===== src/rtl/core/hgw_pkg.sv =====
// shared types and constants for the hue/green window pixel classifier
// used by every module under rtl/core; depends on nothing
package hgw_pkg;

  localparam int unsigned PIX_W     = 8;   // width of one color channel
  localparam int unsigned HUE_W     = 8;   // width of the hue value
  localparam int unsigned CFG_IDX_W = 8;   // width of the register index
  localparam int unsigned CFG_DAT_W = 8;   // width of the register data

  // divider geometry: 17-bit dividend, 9-bit divisor (2*d), 8-bit quotient
  localparam int unsigned REM_W         = 17;
  localparam int unsigned DVS_W         = 9;
  localparam int unsigned QUO_W         = 8;
  localparam int unsigned DIV_STEP_BITS = 2;
  localparam int unsigned DIV_STEPS     = QUO_W / DIV_STEP_BITS;

  // hue folding constants
  localparam logic [QUO_W:0] HUE_OFFSET = 9'd30;   // spread offset removed
  localparam logic [QUO_W:0] HUE_WRAP   = 9'd150;  // 180 - 30 for negative hue
  localparam logic [QUO_W:0] HUE_RANGE  = 9'd180;

  // register indexes
  localparam logic [CFG_IDX_W-1:0] REG_HUE_LOW    = 8'd0;
  localparam logic [CFG_IDX_W-1:0] REG_HUE_HIGH   = 8'd1;
  localparam logic [CFG_IDX_W-1:0] REG_GREEN_LOW  = 8'd2;
  localparam logic [CFG_IDX_W-1:0] REG_GREEN_HIGH = 8'd3;

  // register reset values
  localparam logic [CFG_DAT_W-1:0] RST_HUE_LOW    = 8'd0;
  localparam logic [CFG_DAT_W-1:0] RST_HUE_HIGH   = 8'd180;
  localparam logic [CFG_DAT_W-1:0] RST_GREEN_LOW  = 8'd0;
  localparam logic [CFG_DAT_W-1:0] RST_GREEN_HIGH = 8'd255;

  // item in flight through the divider stages
  typedef struct packed {
    logic [REM_W-1:0] rem;
    logic [DVS_W-1:0] dvs;
    logic [QUO_W-1:0] quo;
    logic             grey;
    logic [PIX_W-1:0] green;
  } div_item_t;

  // window bounds handed to the last stage
  typedef struct packed {
    logic [HUE_W-1:0] hue_low;
    logic [HUE_W-1:0] hue_high;
    logic [PIX_W-1:0] green_low;
    logic [PIX_W-1:0] green_high;
  } win_cfg_t;

endpackage


===== src/rtl/core/hue_green_window_pixel_mask_top.sv =====
// top level of the hue/green window pixel classifier
// depends on hgw_pkg, hgw_front, hgw_div_step, hgw_window
//
//   channel  signals                               direction  handshake
//   pixel    in_valid in_stall blue green red      in         valid/stall
//   result   out_valid out_stall mask hue_pass     out        valid/stall
//            green_pass hue_value
//   config   cfg_valid cfg_ready cfg_index cfg_data in        valid/ready
//
// one pixel per cycle sustained while the result is not stalled; the pipe is a front stage, four
// divider stages of two quotient bits each and a window/output stage.
// the whole pipe advances together and holds while the result is stalled.
// synchronous reset clears the valid bits and loads the register defaults.
// config writes are always ready; indexes beyond the list are dropped.
module hue_green_window_pixel_mask_top (
  input  logic                          clk,
  input  logic                          rst,
  input  logic                          in_valid,
  output logic                          in_stall,
  input  logic [hgw_pkg::PIX_W-1:0]     blue,
  input  logic [hgw_pkg::PIX_W-1:0]     green,
  input  logic [hgw_pkg::PIX_W-1:0]     red,
  output logic                          out_valid,
  input  logic                          out_stall,
  output logic                          mask,
  output logic                          hue_pass,
  output logic                          green_pass,
  output logic [hgw_pkg::HUE_W-1:0]     hue_value,
  input  logic                          cfg_valid,
  output logic                          cfg_ready,
  input  logic [hgw_pkg::CFG_IDX_W-1:0] cfg_index,
  input  logic [hgw_pkg::CFG_DAT_W-1:0] cfg_data
);

  logic                 en;
  hgw_pkg::win_cfg_t    cfg;
  logic                 stg_vld  [0:hgw_pkg::DIV_STEPS];
  hgw_pkg::div_item_t   stg_item [0:hgw_pkg::DIV_STEPS];

  // pipe advances unless a finished result is held
  assign en        = !(out_valid && out_stall);
  assign in_stall  = !en;
  assign cfg_ready = 1'b1;

  // configuration registers
  always_ff @(posedge clk) begin
    if (rst) begin
      cfg.hue_low    <= hgw_pkg::RST_HUE_LOW;
      cfg.hue_high   <= hgw_pkg::RST_HUE_HIGH;
      cfg.green_low  <= hgw_pkg::RST_GREEN_LOW;
      cfg.green_high <= hgw_pkg::RST_GREEN_HIGH;
    end else if (cfg_valid && cfg_ready) begin
      case (cfg_index)
        hgw_pkg::REG_HUE_LOW:    cfg.hue_low    <= cfg_data;
        hgw_pkg::REG_HUE_HIGH:   cfg.hue_high   <= cfg_data;
        hgw_pkg::REG_GREEN_LOW:  cfg.green_low  <= cfg_data;
        hgw_pkg::REG_GREEN_HIGH: cfg.green_high <= cfg_data;
        default: ;
      endcase
    end
  end

  // spread and dividend
  hgw_front u_front (
    .clk      (clk),
    .rst      (rst),
    .en       (en),
    .in_vld   (in_valid),
    .blue     (blue),
    .green    (green),
    .red      (red),
    .out_vld  (stg_vld[0]),
    .out_item (stg_item[0])
  );

  // divider chain
  for (genvar s = 0; s < hgw_pkg::DIV_STEPS; s++) begin : g_div
    hgw_div_step #(
      .STEP (s)
    ) u_step (
      .clk      (clk),
      .rst      (rst),
      .en       (en),
      .in_vld   (stg_vld[s]),
      .in_item  (stg_item[s]),
      .out_vld  (stg_vld[s+1]),
      .out_item (stg_item[s+1])
    );
  end

  // hue folding, window tests and output register
  hgw_window u_window (
    .clk        (clk),
    .rst        (rst),
    .en         (en),
    .in_vld     (stg_vld[hgw_pkg::DIV_STEPS]),
    .in_item    (stg_item[hgw_pkg::DIV_STEPS]),
    .cfg        (cfg),
    .out_vld    (out_valid),
    .mask       (mask),
    .hue_pass   (hue_pass),
    .green_pass (green_pass),
    .hue_value  (hue_value)
  );

  // mask is the and of both tests
  a_mask_and : assert property (@(posedge clk) disable iff (rst)
    out_valid |-> (mask == (hue_pass && green_pass)))
    else $error("mask differs from the and of the pass flags");

  // hue always folded into range
  a_hue_range : assert property (@(posedge clk) disable iff (rst)
    out_valid |-> (hue_value < 8'd180))
    else $error("hue value out of range");

  // a write to the hue low register lands
  a_cfg_write : assert property (@(posedge clk) disable iff (rst)
    (cfg_valid && cfg_ready && (cfg_index == hgw_pkg::REG_HUE_LOW))
      |=> (cfg.hue_low == $past(cfg_data)))
    else $error("hue low register not written");

  // a held result keeps the valid bit of the last divider stage frozen
  a_hold_pipe : assert property (@(posedge clk) disable iff (rst)
    (out_valid && out_stall) |=> $stable(stg_vld[hgw_pkg::DIV_STEPS]))
    else $error("pipe moved while the result was held");

endmodule


===== src/rtl/core/hgw_front.sv =====
// first stage: channel max/min, spread and the scaled dividend
// depends on hgw_pkg
module hgw_front (
  input  logic                     clk,
  input  logic                     rst,
  input  logic                     en,
  input  logic                     in_vld,
  input  logic [hgw_pkg::PIX_W-1:0] blue,
  input  logic [hgw_pkg::PIX_W-1:0] green,
  input  logic [hgw_pkg::PIX_W-1:0] red,
  output logic                     out_vld,
  output hgw_pkg::div_item_t       out_item
);

  logic [hgw_pkg::PIX_W-1:0] mx;
  logic [hgw_pkg::PIX_W-1:0] mn;
  logic [hgw_pkg::PIX_W-1:0] d;
  logic [10:0]               shifted;
  logic [hgw_pkg::REM_W-1:0] s_ext;
  logic [hgw_pkg::REM_W-1:0] t;
  hgw_pkg::div_item_t        item_next;

  // max, min and spread of the three channels
  always_comb begin
    mx = blue;
    mn = blue;
    if (green > mx) mx = green;
    if (red > mx) mx = red;
    if (green < mn) mn = green;
    if (red < mn) mn = red;
    d = mx - mn;
  end

  // numerator plus spread, never negative
  always_comb begin
    if (mx == red) begin
      shifted = 11'(green) + 11'(d) - 11'(blue);
    end else if (mx == green) begin
      shifted = 11'(blue) + (11'(d) << 1) + 11'(d) - 11'(red);
    end else begin
      shifted = 11'(red) + (11'(d) << 2) + 11'(d) - 11'(green);
    end
  end

  // dividend 60*shifted + d, divisor 2*d
  always_comb begin
    s_ext           = hgw_pkg::REM_W'(shifted);
    t               = (s_ext << 6) - (s_ext << 2) + hgw_pkg::REM_W'(d);
    item_next.rem   = t;
    item_next.dvs   = {d, 1'b0};
    item_next.quo   = '0;
    item_next.grey  = (d == '0);
    item_next.green = green;
  end

  always_ff @(posedge clk) begin
    if (rst) begin
      out_vld <= 1'b0;
    end else if (en) begin
      out_vld <= in_vld;
    end
  end

  always_ff @(posedge clk) begin
    if (en) begin
      out_item <= item_next;
    end
  end

endmodule


===== src/rtl/core/hgw_div_step.sv =====
// one restoring-division stage, settles two quotient bits per cycle while the pipe is enabled
// depends on hgw_pkg
module hgw_div_step #(
  parameter int unsigned STEP = 0
) (
  input  logic               clk,
  input  logic               rst,
  input  logic               en,
  input  logic               in_vld,
  input  hgw_pkg::div_item_t in_item,
  output logic               out_vld,
  output hgw_pkg::div_item_t out_item
);

  localparam int unsigned TOP_POS = hgw_pkg::QUO_W - 1 - STEP * hgw_pkg::DIV_STEP_BITS;

  hgw_pkg::div_item_t        item_next;
  logic [hgw_pkg::REM_W-1:0] trial;
  logic [2:0]                pos;

  // compare and subtract the shifted divisor, top bit first
  always_comb begin
    item_next = in_item;
    trial     = '0;
    pos       = '0;
    for (int i = 0; i < hgw_pkg::DIV_STEP_BITS; i++) begin
      pos   = 3'(TOP_POS - i);
      trial = hgw_pkg::REM_W'(in_item.dvs) << pos;
      if (item_next.rem >= trial) begin
        item_next.rem      = item_next.rem - trial;
        item_next.quo[pos] = 1'b1;
      end
    end
  end

  always_ff @(posedge clk) begin
    if (rst) begin
      out_vld <= 1'b0;
    end else if (en) begin
      out_vld <= in_vld;
    end
  end

  always_ff @(posedge clk) begin
    if (en) begin
      out_item <= item_next;
    end
  end

endmodule


===== src/rtl/core/hgw_window.sv =====
// last stage: hue folding into 0..179 and the window tests, output register
// depends on hgw_pkg
module hgw_window (
  input  logic                      clk,
  input  logic                      rst,
  input  logic                      en,
  input  logic                      in_vld,
  input  hgw_pkg::div_item_t        in_item,
  input  hgw_pkg::win_cfg_t         cfg,
  output logic                      out_vld,
  output logic                      mask,
  output logic                      hue_pass,
  output logic                      green_pass,
  output logic [hgw_pkg::HUE_W-1:0] hue_value
);

  logic [hgw_pkg::QUO_W:0]   q;
  logic [hgw_pkg::QUO_W:0]   h_fold;
  logic [hgw_pkg::HUE_W-1:0] h;
  logic                      hp;
  logic                      gp;

  // remove the spread offset, negative hue wraps by 180
  always_comb begin
    q = {1'b0, in_item.quo};
    if (q >= hgw_pkg::HUE_OFFSET) begin
      h_fold = q - hgw_pkg::HUE_OFFSET;
    end else begin
      h_fold = q + hgw_pkg::HUE_WRAP;
    end
    if (h_fold >= hgw_pkg::HUE_RANGE) begin
      h_fold = h_fold - hgw_pkg::HUE_RANGE;
    end
    if (in_item.grey) begin
      h = '0;
    end else begin
      h = h_fold[hgw_pkg::HUE_W-1:0];
    end
  end

  // window tests, hue window wraps when low exceeds high
  always_comb begin
    if (cfg.hue_high >= cfg.hue_low) begin
      hp = (h >= cfg.hue_low) && (h <= cfg.hue_high);
    end else begin
      hp = (h >= cfg.hue_low) || (h <= cfg.hue_high);
    end
    gp = (in_item.green >= cfg.green_low) && (in_item.green <= cfg.green_high);
  end

  always_ff @(posedge clk) begin
    if (rst) begin
      out_vld <= 1'b0;
    end else if (en) begin
      out_vld <= in_vld;
    end
  end

  always_ff @(posedge clk) begin
    if (en) begin
      mask       <= hp && gp;
      hue_pass   <= hp;
      green_pass <= gp;
      hue_value  <= h;
    end
  end

endmodule

===== config.mk =====
export PLATFORM = sky130hd
export DESIGN_NAME = hue_green_window_pixel_mask_top
export DESIGN_NICKNAME = d
export VERILOG_FILES = /design/src/rtl/core/hgw_pkg.sv /design/src/rtl/core/hue_green_window_pixel_mask_top.sv /design/src/rtl/core/hgw_front.sv /design/src/rtl/core/hgw_div_step.sv /design/src/rtl/core/hgw_window.sv
export SDC_FILE = /design/constraint.sdc
export NUM_CORES = 1
export LEC_CHECK = 0
export BUFFER_PORTS_ARGS = -buffer_cell sky130_fd_sc_hd__buf_2
export CAP_MARGIN = 20
export CORE_ASPECT_RATIO = 1.4
export CORE_MARGIN = 2
export CORE_UTILIZATION = 67
export CTS_BUF_LIST = sky130_fd_sc_hd__clkbuf_4 sky130_fd_sc_hd__clkbuf_8
export CTS_CLUSTER_SIZE = 10
export DETAILED_ROUTE_END_ITERATION = 6
export HOLD_SLACK_MARGIN = 0.1
export PLACE_DENSITY = 0.85
export SETUP_SLACK_MARGIN = 0.1
export SLEW_MARGIN = 20
export SYNTH_ARGS = -nofsm -noshare
export SYNTH_HDL_FRONTEND = slang
export SYNTH_SLANG_ARGS = --single-unit

===== constraint.sdc =====
create_clock -name clk -period 15.85 [get_ports clk]
set_input_delay 0.7925 -clock clk [delete_from_list [all_inputs] [get_ports clk]]
set_output_delay 0.7925 -clock clk [all_outputs]
set_load 0.05 [all_outputs]

Word-level counts from Yosys, hierarchy flattened
Index checks and enable logic that the tools add are counted.

Bits in registers: 214. Input bits: 45. Output and inout bits: 14. Word-level logic and storage cells: 116.

Add/sub/neg operators: 21. Magnitude comparators: 19. Eq/ne operators: 5. Multiplexer cells: 17. Reductions and logical operators: 11.

Operator list (count): $mux 17 (7); $mux 8 (6); $sub 17x13->17 (2); $sub 11x8->11 (3); $ge 8x8->1 (3); $add 11x8->11 (2); $mux 11 (2); $add 17x8->17 (1); $ge 17x10->1 (1); $ge 17x11->1 (1); $ge 17x12->1 (1); $ge 17x13->1 (1); $ge 17x14->1 (1); $ge 17x15->1 (1); $ge 17x16->1 (1); $ge 17x9->1 (1); $sub 17x10->17 (1); $sub 17x11->17 (1); $sub 17x12->17 (1); $sub 17x14->17 (1); $sub 17x15->17 (1); $sub 17x16->17 (1); $eq 8x2->1 const B (2); $eq 8x8->1 (2); other kinds (19) (29).

Logic depth before layout (Yosys ltp)
Depth in word-level cells: 12. Mapped depth: 50. Depth with buffers taken out: 49.

Hierarchy
Synthesis repeated with hierarchy kept, for this count alone.

Cell total of the unflattened synthesis: 2015. Area total of the unflattened synthesis: 20472.1 um2.

Modules (own cells, without submodules): hgw_front (times used 1, cells each 743, area an instance 6468.7 um2, seq. area each 980.9 um2); hgw_div_step (g_div[3].u_step) (times used 1, cells each 251, area an instance 2822.7 um2, seq. area each 1311.3 um2); hgw_div_step (g_div[2].u_step) (times used 1, cells each 235, area an instance 2711.4 um2, seq. area each 1311.3 um2); hgw_div_step (g_div[1].u_step) (times used 1, cells each 213, area an instance 2612.5 um2, seq. area each 1311.3 um2); hgw_div_step (g_div[0].u_step) (times used 1, cells each 203, area an instance 2547.4 um2, seq. area each 1311.3 um2); hgw_window (times used 1, cells each 238, area an instance 1960.6 um2, seq. area each 350.3 um2); hue_green_window_pixel_mask_top (times used 1, cells each 132, area an instance 1348.8 um2, seq. area each 640.6 um2).

Worst setup path before layout
Ideal clock, no wire load.

Path type: input port to flip-flop. Start: input blue[5] (netlist bit). End: register u_front.out_item[42] (netlist bit) (data pin). Setup time: 0.261 ns. Data arrival time: 9.731 ns. Required time: 15.589 ns. Path slack: 5.859 ns. Cell stages on the path: 45. Path buffers: 2. Path through: inv_1 ha_1 a211o_1 a21o_4 nor3_2 nor2_1 a21oi_1 ha_1 a21o_1 a21o_1 a21o_1 a311o_1 buf_4 nand2_2 buf_1 a21oi_1 ha_1 o21ai_0 [... 9 more ...] ha_1 xor2_1 nor2_1 a211oi_1 or2_1 ha_1 ha_1 and3_1 a21oi_1 o21ai_0 o21ai_0 nand2b_1 a21oi_1 o21ai_0 a21o_1 a21oi_1 xnor2_1 xnor2_1.

RTL lines: start, declared (line hue_green_window_pixel_mask_top.sv:20) `input logic [hgw_pkg::PIX_W-1:0] blue,`; end signal, assigned (line hgw_front.sv:66) `out_item <= item_next;`; end, declared (line hgw_front.sv:12) `output hgw_pkg::div_item_t out_item`.

==> out/metrics.cfg <==
[grt]
track_usage_pct = 31.3
grt_start_max_net_pins = 83
grt_overflow = 0
antenna_found_initial = 0
grt_pass1_wl_mm = 63.3
grt_pass1_vias = 13500

[setup_path]
startpoint = blue[1]
crit_type = in2reg
critPathTopFamily = compound AO/OA/AOI/OAI gates
rrSetupSlack_ns = 8.94
worstPathRequired_ns = 16.14
crit_buf_inv = 3
rr_worst_depth = 24
start_kind = input port
critical-path-slowest-cell = xor2_1
arrival_ns = 11.98
slowest_delay_ns = 0.81
path_max_fanout = 14
crit_end = u_front.out_item[42]$_DFFE_PN_
cp_num_cells = 48
r2r-end = g_div[1].u_step.out_item[40]$_DFFE_PN_
crit_path_end_kind = register
r2r_start = g_div[0].u_step.out_item[27]$_DFFE_PN_

[route]
dr.first_iter.drc_count = 742
drt_pass1_iterations = 5
routedWlPerCell_um = 18.8
viasPerCell = 6.14
ant_nets = 0
drc = 0
routed_wl_mm = 39.9
num_vias = 13000

[die]
ioPinCount = 59
start_util_pct = 68.5
die_x_um = 136
coreArea_sq_um = 24000
die_y_um = 189
die-area_sq_um = 25800
rows = 67

[clock_network]
clock-sinks = 206
postCtsHoldBufs = 0
clk_latency_ns = 0.59
cts-resized-gates = 0
cts_setup_buffers = 0
htreeDepth = 1
clk_pin_slew_ns = 0.07
cts.path.max_buffers = 3
cts_buffers = 28
cts-root-buf = clkbuf_8
cts_tree = yes

[yosys]
synth_cells = 1726
syn_nets = 2016
synth_flop_cell = edfxtp_1
synth.avg_cell_area_sq_um = 9.51
synth_edf_count = 168
synth_area_sq_um = 16400
synth_seq_area_share_pct = 35.4
ys_warn_count = 0
async_flop_share_pct = 0
yosys_register_bits = 206
ys_types = 78

[timing]
setup-violations-final = 0
worst_slew_pin_slew_ns = 1.03
fin_crit_sh_pct = 73.8
maxSlewViolCount = 0
fmax_mhz = 85.5
period_needed_ns = 11.69
setup_tns_ns = 0
finClkSkew_ns = 0.0609
hold_viol = 0
rsz0062_at_grt = false
maxSlewHeadroom_pct = 31.3

[final_layout]
nFillCells = 1687
n_antenna_cell = 0
drive_above_1_share_pct = 8.61
nets = 2081
syn_to_final_growth_pct = 7.42

[place]
gp_congestion = 1.02
hpwl_mm = 31.8
port_buffers = 57

[min_path]
hold_class = reg2reg

[status]
status = completed

[flow_run]
max_cap_viol_count = 0

[layout by cell type, fill, tap and decap left out, drive strengths merged, types with 5 or more instances in the layout]
cell type	n
nand2b	34
fa	35
mux2i	38
mux2	19
xor2	31
buf	64
a31o	5
xnor2	65
nand3	23
nand2	104
o211ai	15
a21oi	142
clkinv	5
nand4	29
nor2	166
o31ai	6
inv	200
or3	8
clkbuf	42
nor2b	31
edfxtp	168
ha	210
a211oi	17
o22ai	7
nor4b	6
o21a	17
dfxtp	38
nor4	10
o21bai	12
o21ai	97
a21boi	18
and2	14
a21o	44
nor3	22
and3	13
[metal layers]
| layer | global-route usage, % | vias to the layer above | part of all wire [%] |
|---|---|---|---|
| met5 | 0 | - | 0 |
| met4 | 21.3 | 0 | 7.3 |
| met3 | 3.03 | 162 | 3.1 |
| met2 | 61.9 | 387 | 55 |
| met1 | 29.1 | 6210 | 34 |
| li1 | - | 6272 | - |
[state kept, by name, indices dropped and copies added (netlist names)]
register and count:
cfg 32, g_div.u_step.out_item 125, g_div.u_step.out_vld 4, u_front.out_item 32, u_front.out_vld 1, u_window.green_pass 1
u_window.hue_pass 1, u_window.hue_value 8, u_window.mask 1, u_window.out_vld 1
[worst min path at each step]
stage,from,cells past startpoint,to,slack [ns]
2_1_floorplan,u_front.out_item[0]$_DFFE_PN_,0,g_div[0].u_step.out_item[0]$_DFFE_PN_,0.40
3_5_place_dp,u_front.out_item[2]$_DFFE_PN_,0,g_div[0].u_step.out_item[2]$_DFFE_PN_,0.40
5_1_grt,g_div[2].u_step.out_item[13]$_DFFE_PN_,0,g_div[3].u_step.out_item[13]$_DFFE_PN_,0.42
6_report,g_div[2].u_step.out_item[11]$_SDFFCE_PN1N_,0,g_div[3].u_step.out_item[11]$_DFFE_PN_,0.41
3_3_place_gp,g_div[1].u_step.out_item[8]$_DFFE_PN_,0,g_div[2].u_step.out_item[8]$_DFFE_PN_,0.40
4_1_cts,g_div[0].u_step.out_item[20]$_DFFE_PN_,0,g_div[1].u_step.out_item[20]$_DFFE_PN_,0.40
[worst reg2reg max path, stage by stage, from the launching register on]
cell,delay [ns]
edfxtp_1,0.47
inv_1,0.20
ha_1,0.28
nor2b_1,0.13
o21ai_0,0.24
a21boi_0,0.17
o21ai_0,0.29
a21boi_0,0.20
o21a_1,0.23
o21ai_0,0.32
nand2_1,0.41
o21ai_0,0.57
fa_1,0.33
nor2b_1,0.09
o21ai_0,0.33
a21oi_1,0.15
o21ai_0,0.19
nand2b_1,0.11
a21o_1,0.19
a21oi_1,0.18
inv_1,0.06
a211oi_1,0.32
nand4_1,0.76
nand3_1,0.36
xor2_1,0.09
[synth_stat cells, types with 4 or more instances]
| cell type | number | share of area [%] |
|---|---|---|
| o31ai_1 | 5 | 0.23 |
| nor2_1 | 165 | 3.8 |
| mux2_2 | 19 | 1.3 |
| fa_1 | 35 | 4.3 |
| xor2_1 | 31 | 1.7 |
| xnor2_1 | 65 | 3.5 |
| clkbuf_1 | 21 | 0.48 |
| or3_1 | 8 | 0.30 |
| a21o_1 | 43 | 2.0 |
| o21bai_1 | 12 | 0.55 |
| nand3b_1 | 4 | 0.18 |
| inv_1 | 197 | 4.5 |
| or4_1 | 4 | 0.18 |
| a211oi_1 | 15 | 0.69 |
| a21oi_1 | 142 | 4.3 |
| edfxtp_1 | 168 | 31 |
| o21a_1 | 17 | 0.78 |
| dfxtp_1 | 38 | 4.6 |
| nand2b_1 | 34 | 1.3 |
| o21ai_0 | 91 | 2.8 |
| nor4_1 | 8 | 0.30 |
| nor2b_1 | 31 | 1.2 |
| a21boi_0 | 18 | 0.82 |
| nand4_1 | 29 | 1.1 |
| nand2_1 | 103 | 2.4 |
| nor3_1 | 20 | 0.61 |
| nand3_1 | 22 | 0.67 |
| o211ai_1 | 15 | 0.69 |
| and3_1 | 11 | 0.42 |
| o21ai_1 | 5 | 0.15 |
| o22ai_1 | 7 | 0.27 |
| a221oi_1 | 4 | 0.21 |
| nor4b_1 | 6 | 0.32 |
| mux2i_1 | 37 | 2.3 |
| ha_1 | 210 | 16 |
| and2_1 | 13 | 0.50 |
[through the flow]
step	instance area [sq um]	util [%]	hold WS (ns)	instances	setup WS, ns
floorplan	16400	-	0.400	1726	5.86
global placement	17000	71.0	0.400	2071	3.96
detailed placement	17000	71.0	0.405	2071	3.74
CTS	17600	73.5	0.404	2121	4.29
global route	17600	73.5	0.419	2121	3.17
finish	17600	73.5	0.412	2121	4.16
[cell families after synthesis]
| family | Yosys count | share of synthesized area [%] |
|---|---|---|
| and+or+nand+nor | 479 | 14.4 |
| AOI/OAI and AO/OA | 414 | 15.8 |
| adders and majority gates | 245 | 20.3 |
| buffers and inverters | 228 | 5.30 |
| DFF | 206 | 35.4 |
| xor gates and xnor gates | 96 | 5.12 |
| muxes | 57 | 3.64 |
| other | 1 | 0.0228 |
[final cells by class]
type	instances	area [sq um]	share of cell area (%)
inverters	199	747	4.24
flip-flops and latches	206	5810	32.9
repair buffers	64	338	1.92
well taps	310	388	2.20
clock buffers	42	509	2.89
multi-input cells	1292	9750	55.3
clock inverters	8	98.8	0.561
Power is not shown: default switching activity piles up to over one toggle a cycle in this logic, so the estimate is an artifact.
